### config.mk
export PLATFORM = sky130hd
export DESIGN_NAME = miller_rabin_round_top
export DESIGN_NICKNAME = d
export VERILOG_FILES = /design/src/rtl/mrr_pkg.sv /design/src/rtl/miller_rabin_round_top.sv /design/src/rtl/mrr_modmul.sv
export SDC_FILE = /design/constraint.sdc
export NUM_CORES = 2
export LEC_CHECK = 0
export ABC_CLOCK_PERIOD_IN_PS = 46400
export BUFFER_PORTS_ARGS = -buffer_cell sky130_fd_sc_hd__buf_2
export CAP_MARGIN = 10
export CELL_PAD_IN_SITES_DETAIL_PLACEMENT = 0
export CELL_PAD_IN_SITES_GLOBAL_PLACEMENT = 1
export CORE_MARGIN = 10
export CORE_UTILIZATION = 54
export DETAILED_ROUTE_END_ITERATION = 10
export PLACE_DENSITY = 0.93
export SYNTH_ARGS = -nofsm -noshare
export SYNTH_HDL_FRONTEND = slang
export SYNTH_SLANG_ARGS = --single-unit
### constraint.sdc
create_clock -name clk -period 46.4 [get_ports clk]
set_input_delay 0 -clock clk [delete_from_list [all_inputs] [get_ports clk]]
set_output_delay 0 -clock clk [all_outputs]
set_load 0.02 [all_outputs]
### src/rtl/mrr_pkg.sv
`timescale 1ns / 1ps
// mrr_pkg: shared widths and sequencer states for the Miller-Rabin round block.
// No dependencies.
package mrr_pkg;
  localparam int NumBits = 63;
  localparam int CntW = $clog2(NumBits + 1);

  typedef enum logic [3:0] {
    ST_IDLE,
    ST_REDUCE,
    ST_SPLIT,
    ST_POW_MUL,
    ST_POW_SQR,
    ST_POW_NEXT,
    ST_CHECK,
    ST_SQR,
    ST_SQR_CHECK,
    ST_DONE
  } state_t;
endpackage

### src/rtl/miller_rabin_round_top.sv
`timescale 1ns / 1ps
// miller_rabin_round_top: one Miller-Rabin round on a 63-bit candidate and witness.
// A round takes up to 2*(bits of m)+s-2 modular multiplies plus a witness reduction.
// Throughput: one item at a time; busy stays high from transfer to result strobe.
// Reset (rst, synchronous, active high) returns the sequencer to idle; no result pending.
// The receiver cannot stall: done pulses one cycle with probably_prime.
module miller_rabin_round_top (
  input  logic                          clk,
  input  logic                          rst,
  input  logic                          start,
  output logic                          busy,
  input  logic [mrr_pkg::NumBits-1:0]   candidate,
  input  logic [mrr_pkg::NumBits-1:0]   witness,
  output logic                          done,
  output logic                          probably_prime
);
  localparam int W = mrr_pkg::NumBits;

  mrr_pkg::state_t state, state_next;

  logic [W-1:0] n;         // candidate
  logic [W-1:0] nm1;       // n-1
  logic [W-1:0] base;      // running square of the witness
  logic [W-1:0] f;         // accumulator / test value
  logic [W-1:0] expo;      // remaining exponent bits (shifted right)
  logic [W-1:0] rem;       // witness reduction remainder
  logic [W-1:0] wq;        // witness bits being shifted in
  logic [mrr_pkg::CntW-1:0] twos;
  logic [mrr_pkg::CntW-1:0] cnt;
  logic         verdict;

  // shared multiplier
  logic         mm_go;
  logic [W-1:0] mm_x, mm_y;
  logic         mm_done;
  logic [W-1:0] mm_res;

  mrr_modmul u_mul (
    .clk(clk), .rst(rst), .go(mm_go), .x(mm_x), .y(mm_y), .n(n),
    .done(mm_done), .result(mm_res)
  );

  logic         started;   // multiply launched in current state
  logic [W:0]   rem_sh;

  assign busy = (state != mrr_pkg::ST_IDLE);
  assign rem_sh = {rem, wq[W-1]};

  // next state
  always_comb begin
    state_next = state;
    case (state)
      mrr_pkg::ST_IDLE:
        if (start) state_next = mrr_pkg::ST_REDUCE;
      mrr_pkg::ST_REDUCE:
        // restoring remainder, one witness bit per cycle
        if (cnt == mrr_pkg::CntW'(1)) state_next = mrr_pkg::ST_SPLIT;
      mrr_pkg::ST_SPLIT:
        if (n < W'(2) || n == W'(2)) state_next = mrr_pkg::ST_DONE;
        else if (expo[0]) state_next = mrr_pkg::ST_POW_MUL;
      mrr_pkg::ST_POW_MUL:
        if (!expo[0] || mm_done) state_next = mrr_pkg::ST_POW_SQR;
      mrr_pkg::ST_POW_SQR:
        if (expo == W'(1)) state_next = mrr_pkg::ST_CHECK;
        else if (mm_done) state_next = mrr_pkg::ST_POW_NEXT;
      mrr_pkg::ST_POW_NEXT:
        state_next = mrr_pkg::ST_POW_MUL;
      mrr_pkg::ST_CHECK:
        if (f == W'(1) || f == nm1 || cnt <= mrr_pkg::CntW'(1))
          state_next = mrr_pkg::ST_DONE;
        else state_next = mrr_pkg::ST_SQR;
      mrr_pkg::ST_SQR:
        if (mm_done) state_next = mrr_pkg::ST_SQR_CHECK;
      mrr_pkg::ST_SQR_CHECK:
        if (f == W'(1) || f == nm1 || cnt <= mrr_pkg::CntW'(1))
          state_next = mrr_pkg::ST_DONE;
        else state_next = mrr_pkg::ST_SQR;
      mrr_pkg::ST_DONE:
        state_next = mrr_pkg::ST_IDLE;
      default:
        state_next = mrr_pkg::ST_IDLE;
    endcase
  end

  // multiplier launch control
  always_comb begin
    mm_go = 1'b0;
    mm_x = f;
    mm_y = base;
    case (state)
      mrr_pkg::ST_POW_MUL: begin
        mm_go = expo[0] && !started;
      end
      mrr_pkg::ST_POW_SQR: begin
        mm_go = !started && (expo != W'(1));
        mm_x = base;
      end
      mrr_pkg::ST_SQR: begin
        mm_go = !started;
        mm_y = f;
      end
      default: begin
        mm_go = 1'b0;
      end
    endcase
  end

  assign done = (state == mrr_pkg::ST_DONE);
  assign probably_prime = verdict;

  always_ff @(posedge clk) begin
    if (rst) begin
      state <= mrr_pkg::ST_IDLE;
      started <= 1'b0;
    end else begin
      state <= state_next;
      if (state_next != state) started <= 1'b0;
      else if (mm_go) started <= 1'b1;
    end
  end

  // datapath
  always_ff @(posedge clk) begin
    case (state)
      mrr_pkg::ST_IDLE: begin
        n <= candidate;
        nm1 <= candidate - W'(1);
        expo <= candidate - W'(1);
        wq <= witness;
        rem <= '0;
        twos <= '0;
        f <= W'(1);
        cnt <= mrr_pkg::CntW'(W);
        verdict <= 1'b0;
      end
      mrr_pkg::ST_REDUCE: begin
        rem <= (rem_sh >= {1'b0, n}) ? W'(rem_sh - {1'b0, n}) : rem_sh[W-1:0];
        wq <= {wq[W-2:0], 1'b0};
        cnt <= cnt - 1'b1;
      end
      mrr_pkg::ST_SPLIT: begin
        base <= rem;
        if (n < W'(2)) verdict <= 1'b0;
        else if (n == W'(2)) verdict <= 1'b1;
        else if (!expo[0]) begin
          expo <= {1'b0, expo[W-1:1]};
          twos <= twos + 1'b1;
        end
      end
      mrr_pkg::ST_POW_MUL: begin
        if (mm_done) f <= mm_res;
      end
      mrr_pkg::ST_POW_SQR: begin
        if (mm_done) base <= mm_res;
        cnt <= twos;
      end
      mrr_pkg::ST_POW_NEXT: begin
        expo <= {1'b0, expo[W-1:1]};
      end
      mrr_pkg::ST_CHECK, mrr_pkg::ST_SQR_CHECK: begin
        if (state == mrr_pkg::ST_SQR_CHECK && f == W'(1)) verdict <= 1'b0;
        else verdict <= (f == W'(1) && state == mrr_pkg::ST_CHECK) || f == nm1;
        cnt <= cnt - 1'b1;
      end
      mrr_pkg::ST_SQR: begin
        if (mm_done) f <= mm_res;
      end
      default: begin
        verdict <= verdict;
      end
    endcase
  end
endmodule

### src/rtl/mrr_modmul.sv
`timescale 1ns / 1ps
// mrr_modmul: iterative (x*y) mod n, one multiplier bit per cycle, doubling and adding.
// Depends on mrr_pkg.
module mrr_modmul (
  input  logic                          clk,
  input  logic                          rst,
  input  logic                          go,
  input  logic [mrr_pkg::NumBits-1:0]   x,
  input  logic [mrr_pkg::NumBits-1:0]   y,
  input  logic [mrr_pkg::NumBits-1:0]   n,
  output logic                          done,
  output logic [mrr_pkg::NumBits-1:0]   result
);
  logic                        running;
  logic [mrr_pkg::CntW-1:0]    bit_cnt;
  logic [mrr_pkg::NumBits-1:0] xr;
  logic [mrr_pkg::NumBits-1:0] yr;
  logic [mrr_pkg::NumBits:0]   dbl;
  logic [mrr_pkg::NumBits:0]   red1;
  logic [mrr_pkg::NumBits:0]   add;
  logic [mrr_pkg::NumBits:0]   acc_next;

  // acc < n, so 2*acc and acc+x fit in NumBits+1 bits; one subtract each.
  always_comb begin
    dbl = {result, 1'b0};
    red1 = (dbl >= {1'b0, n}) ? dbl - {1'b0, n} : dbl;
    add = red1 + {1'b0, xr};
    if (yr[mrr_pkg::NumBits-1]) begin
      acc_next = (add >= {1'b0, n}) ? add - {1'b0, n} : add;
    end else begin
      acc_next = red1;
    end
  end

  always_ff @(posedge clk) begin
    if (rst) begin
      running <= 1'b0;
      done <= 1'b0;
      bit_cnt <= '0;
    end else begin
      done <= 1'b0;
      if (go) begin
        running <= 1'b1;
        bit_cnt <= mrr_pkg::CntW'(mrr_pkg::NumBits);
      end else if (running) begin
        bit_cnt <= bit_cnt - 1'b1;
        if (bit_cnt == mrr_pkg::CntW'(1)) begin
          running <= 1'b0;
          done <= 1'b1;
        end
      end
    end
  end

  always_ff @(posedge clk) begin
    if (go) begin
      result <= '0;
      xr <= x;
      yr <= y;
    end else if (running) begin
      result <= acc_next[mrr_pkg::NumBits-1:0];
      yr <= {yr[mrr_pkg::NumBits-2:0], 1'b0};
    end
  end
endmodule
Word level (Yosys, flattened, before mapping) --
Index checks and enable logic that the tools add are counted. Widths: inputs -> output; s select.
Storage, ports and cells: register bits 656, input bits 129, output and inout bits 3, word-level logic and storage cells 131
Operators by class: $add $sub $neg 8, $lt $le $gt $ge 5, equality and inequality tests 23, mux-type cells 43, bitwise operators 1, reductions and logical operators 32
Operators with widths (number):
- $mux 63 | 11
- $pmux 63 s2 | 4
- $ge 64x63->1 | 3
- $pmux 63 s3 | 1
- $eq 63x1->1 const B | 2
- $sub 63x63->63 | 2
- $add 64x63->64 | 1
- $mux 64 | 1
- $sub 64x63->64 | 1
- $eq 63x2->1 const B | 1
- $eq 63x63->1 | 1
- $lt 63x2->1 const B | 1
- $ne 63x1->1 const B | 1
- $sub 63x1->63 const B | 1
- $mux 4 | 9
- $pmux 4 s8 | 1
- $mux 6 | 5
- $pmux 6 s3 | 1
- $eq 4x3->1 const B | 4
- $eq 6x1->1 const B | 2
- $pmux 6 s2 | 1
- $sub 6x1->6 const B | 2
- $reduce_bool 2->1 | 5
- $reduce_bool 3->1 | 3
- 22 further kinds | 48

Logic depth before layout (Yosys ltp) --
depth after elaboration 7, gate-level depth with buffers 41, depth with buffers taken out 37

Modules after synthesis --
A second synthesis with hierarchy kept.
Second synthesis, totals: cells, all modules 4734, area, all modules 45444.8 um^2
By module, submodules not included:
- miller_rabin_round_top | instances 1, cells each 2314, area an instance 25652.1 um^2, seq. area each 13733.2 um^2
- mrr_modmul | instances 1, cells each 2420, area an instance 19792.7 um^2, seq. area each 5205.0 um^2

Worst setup path before layout --
No wires, ideal clock.
path type register to register, start reg state[0], end reg f[0] (enable), library setup time 0.422 ns, data arrival time 17.655 ns, data required time 45.978 ns, path slack 28.323 ns, stages on the path, launching flop included 5, path buffers 1, period minus slack after synthesis 18.077 ns, cells stage by stage dfxtp_1 -> clkbuf_1 -> nor4_1 -> inv_1 -> nand2_1
On the way: word-level cells in the longest chain between the ends 4, elaborated cells between the ends (all ways) 7, classes of those cells eq/ne: 3; reduce/logical: 4
RTL lines:
- start, declared | RTL line miller_rabin_round_top.sv:19 | mrr_pkg::state_t state, state_next;
- start signal, assigned | RTL line miller_rabin_round_top.sv:113 | state <= mrr_pkg::ST_IDLE;
- start signal, assigned | RTL line miller_rabin_round_top.sv:116 | state <= state_next;
- $eq 4x3->1 / $eq 4x2->1 (equally long branches) | RTL line miller_rabin_round_top.sv:124 | case (state)
- $reduce_or 2->1 (no line)
- $ne 2x1->1 (no line) / $reduce_bool 2->1 (equally long branches)
- $reduce_and 2->1 (no line) (*)
- end signal, assigned | RTL line miller_rabin_round_top.sv:151 | if (mm_done) f <= mm_res;
- end signal, assigned | RTL line miller_rabin_round_top.sv:166 | if (mm_done) f <= mm_res;
- end, declared | RTL line miller_rabin_round_top.sv:24 | logic [W-1:0] f;
Mark *: on every way between the ends. The rest lies on a longest branch, timed or not. A chain may end at the register's enable or synchronous reset.

Final worst setup path --
start reg n[0], end reg u_mul.result[26] (netlist bit)
On the way: word-level cells in the longest chain between the ends 6, elaborated cells between the ends (all ways) 8, classes of those cells add/sub: 3; order compare: 2; mux: 3
RTL lines:
- start, declared | RTL line miller_rabin_round_top.sv:21 | logic [W-1:0] n;
- start signal, assigned | RTL line miller_rabin_round_top.sv:126 | n <= candidate;
- $sub 64x63->64 / $ge 64x63->1 (equally long branches) | RTL line mrr_modmul.sv:26 | red1 = (dbl >= {1'b0, n}) ? dbl - {1'b0, n} : dbl;
- $mux 64 | RTL line mrr_modmul.sv:26
- $add 64x63->64 | RTL line mrr_modmul.sv:27 | add = red1 + {1'b0, xr};
- $sub 63x63->63 / $ge 64x63->1 (equally long branches) | RTL line mrr_modmul.sv:29 | acc_next = (add >= {1'b0, n}) ? add - {1'b0, n} : add;
- $mux 63 | RTL line mrr_modmul.sv:29
- $mux 63 (*) | RTL line mrr_modmul.sv:28 | if (yr[mrr_pkg::NumBits-1]) begin
- end signal, assigned | RTL line mrr_modmul.sv:61 | result <= acc_next[mrr_pkg::NumBits-1:0];
- end, declared | RTL line mrr_modmul.sv:12 | output logic [mrr_pkg::NumBits-1:0] result
Marked as above.

==> metrics.txt <==
final wirelength=159000 microns; Clock Skews=0.0325 ns; Most used DFF post-synth=edfxtp_1; Critical Path Slowest Stage Cell=and2_2; RSZ-0062 raised after global routing=false; Post-Syn Nets=5101; most common cell after layout, fill and taps aside=edfxtp_1; I/O Buffers=131; worst slack at placement=35.96 ns; DRT antenna net count=0; CP delay by family, top=compound AO/OA/AOI/OAI gates; routed vias/inst=6.58; async set-or-reset flop fraction in the synthesized netlist=0; DR iter-0 viols=5133; clock sinks=656; pin count of the biggest net entering global routing=84; critical path required time=46.86 ns; hold_buf cts=128; WP depth=31; multi-input logic area=0.0246 sq mm; Slew headroom=0.105; WHS Path Cells=2; Synth Area in Compound Gates=0.195; simple-gate portion of the synthesized area=0.155; sequential fraction of the synthesis area=0.422; Post-Synth XOR/XNOR Area=0.0704; insertion delay to the later sink of the worst-skew pair=0.64 ns; CTS clock-pin slew for the worst setup and hold paths=0.06 ns; post-CTS setup buffers=0; Synth area leader=edfxtp_1; first-pass GRT wire length=233000 microns; count of pins over their slew limit=0; FP Rows=105; period utilisation layout=0.232; worst setup margin=35.63 ns; total negative slack=0 ns; fin crit period=10.77 ns; detailed-route via count=39400; htree depth=3; flops & latches, synth=656; Hold Path Class=input port to flip-flop; Post-Syn Area per Cell=9.53 sq um; core area=0.0822 sq mm; Die Width=308 microns; CP arrival=11.24 ns; Die Ht=308 microns; Least-Margin Pin Slew=1.33 ns; Synth Cell Area=0.0449 sq mm; post-detail-place hpwl=119000 microns; GP Congestion=1.02; die area=0.0951 sq mm; yosys warns=0; endpoints failing setup=0; R2R depth=31; cell mode on critical path=a21oi_1; post-cts gate resize count=0; initial antenna violation count=2; top-area cell type share of the netlist area=0.388; largest fanout on the critical path=53; Post-Route Utilization=0.610; Critical path buffers and inverters=2; GRT overflow=0; CTS root buf=clkbuf_16; worst-case clock buffer depth=3; fill cell count=6833; DRC=0; flip-flop and latch area=0.0189 sq mm; Max Cap Violations=0; synth top area cells=edfxtp_1, ha_1, a21oi_1; status=complete, no violations; First-pass DRT Iterations=6; synth unique cells=86; GR Util All Layers=0.323; main combinational cell family by area after synthesis=compound AO/OA/AOI/OAI gates; Crit. End Element=flip-flop; Hold Vio Cnt, Final=0; EDFF count, synth=580; Fin Hold WS=0.125 ns; Worst Setup Start Kind=flip-flop; Post-layout nets=5249; post-synthesis adder-cell area fraction=0.0737; number of global-route vias before repair=37200; kind of critical path=flip-flop to flip-flop; max frequency=92.8 MHz; layout cells sized above 1=0.0997; Num CTS Buffers=72; most frequent cells in the layout=edfxtp_1, nand2_1, a21oi_1, o21ai_0, ha_1; Slowest Stage Delay on Critical Path=0.81 ns; CTS tree=yes; Routed WL per cell=26.5 microns; Layout area overhead=11.7%; num ports=132; Initial Util=0.546; R2R Setup Slk=35.63 ns; Syn Inst Count=4710; multiplexer share of the synthesized area=0.0502
[final timing paths]
kind,start,end
worst max-delay path,n[0],u_mul.result[26]
worst min-delay path,candidate[29],n[29]
worst max register to register,n[0],u_mul.result[26]
worst min register to register,wq[7],wq[8]
[final cells by class]
cell class,instances,share of cell area
antenna,4,0.000200
clock buffer,84,0.0368
clock inverter,47,0.0110
inverter,165,0.0124
multi-input combinational,3659,0.490
sequential,656,0.378
tap,1070,0.0267
timing repair buffer,304,0.0453
[registers in the layout, indices dropped and copies added (netlist names), 6 cells and up]
signal,flops
nm1,63
u_mul.yr,63
cnt,6
n,63
rem,63
u_mul.result,63
wq,63
f,63
u_mul.xr,63
twos,6
base,63
expo,63
u_mul.bit_cnt,6
[Yosys cell counts (33+ instances only)]
cell type  number
nand4_1        67
nor2_1        225
nand3_1       122
a31oi_1        33
o21a_1         35
xor2_1        188
or3_1          36
nor4_1         85
nor2b_1        33
o211ai_1       35
inv_1         164
mux2_2        130
and2_1         84
mux2i_1        79
xnor2_1       173
a21oi_1       438
a211oi_1       54
ha_1          258
o21ai_0       328
a21o_1        149
o21bai_1       42
dfxtp_1        76
nand2_1       553
nor3_1         98
a22o_1         67
edfxtp_1      580
clkbuf_1      208
[per-layer routing]
| layer | GRT usage | wire length, microns | vias to the layer above |
|---|---|---|---|
| met1 | 0.452 | 65200 | 18900 |
| met3 | 0.0743 | 19300 | 303 |
| li1 | - | - | 17900 |
| met2 | 0.472 | 66500 | 2374 |
| met4 | 0.144 | 7650 | 0 |
| met5 | 0 | 0 | - |
[kinds of logic after synthesis]
family,count (synthesis)
simple gates,1437
flops,656
compound gates,1390
fa+ha+maj,262
xor+xnor,361
buf+inv,395
mux,209
[per-stage QoR]
stage	std cells	instance area (sq um)
2_1_floorplan	4710	44900
3_3_place_gp	5726	46500
3_5_place_dp	5726	46500
4_1_cts	5985	50200
5_1_grt	5987	50200
6_report	5989	50200
Power is not shown: default switching activity piles up to over one toggle a cycle in this logic, so the estimate is an artifact.
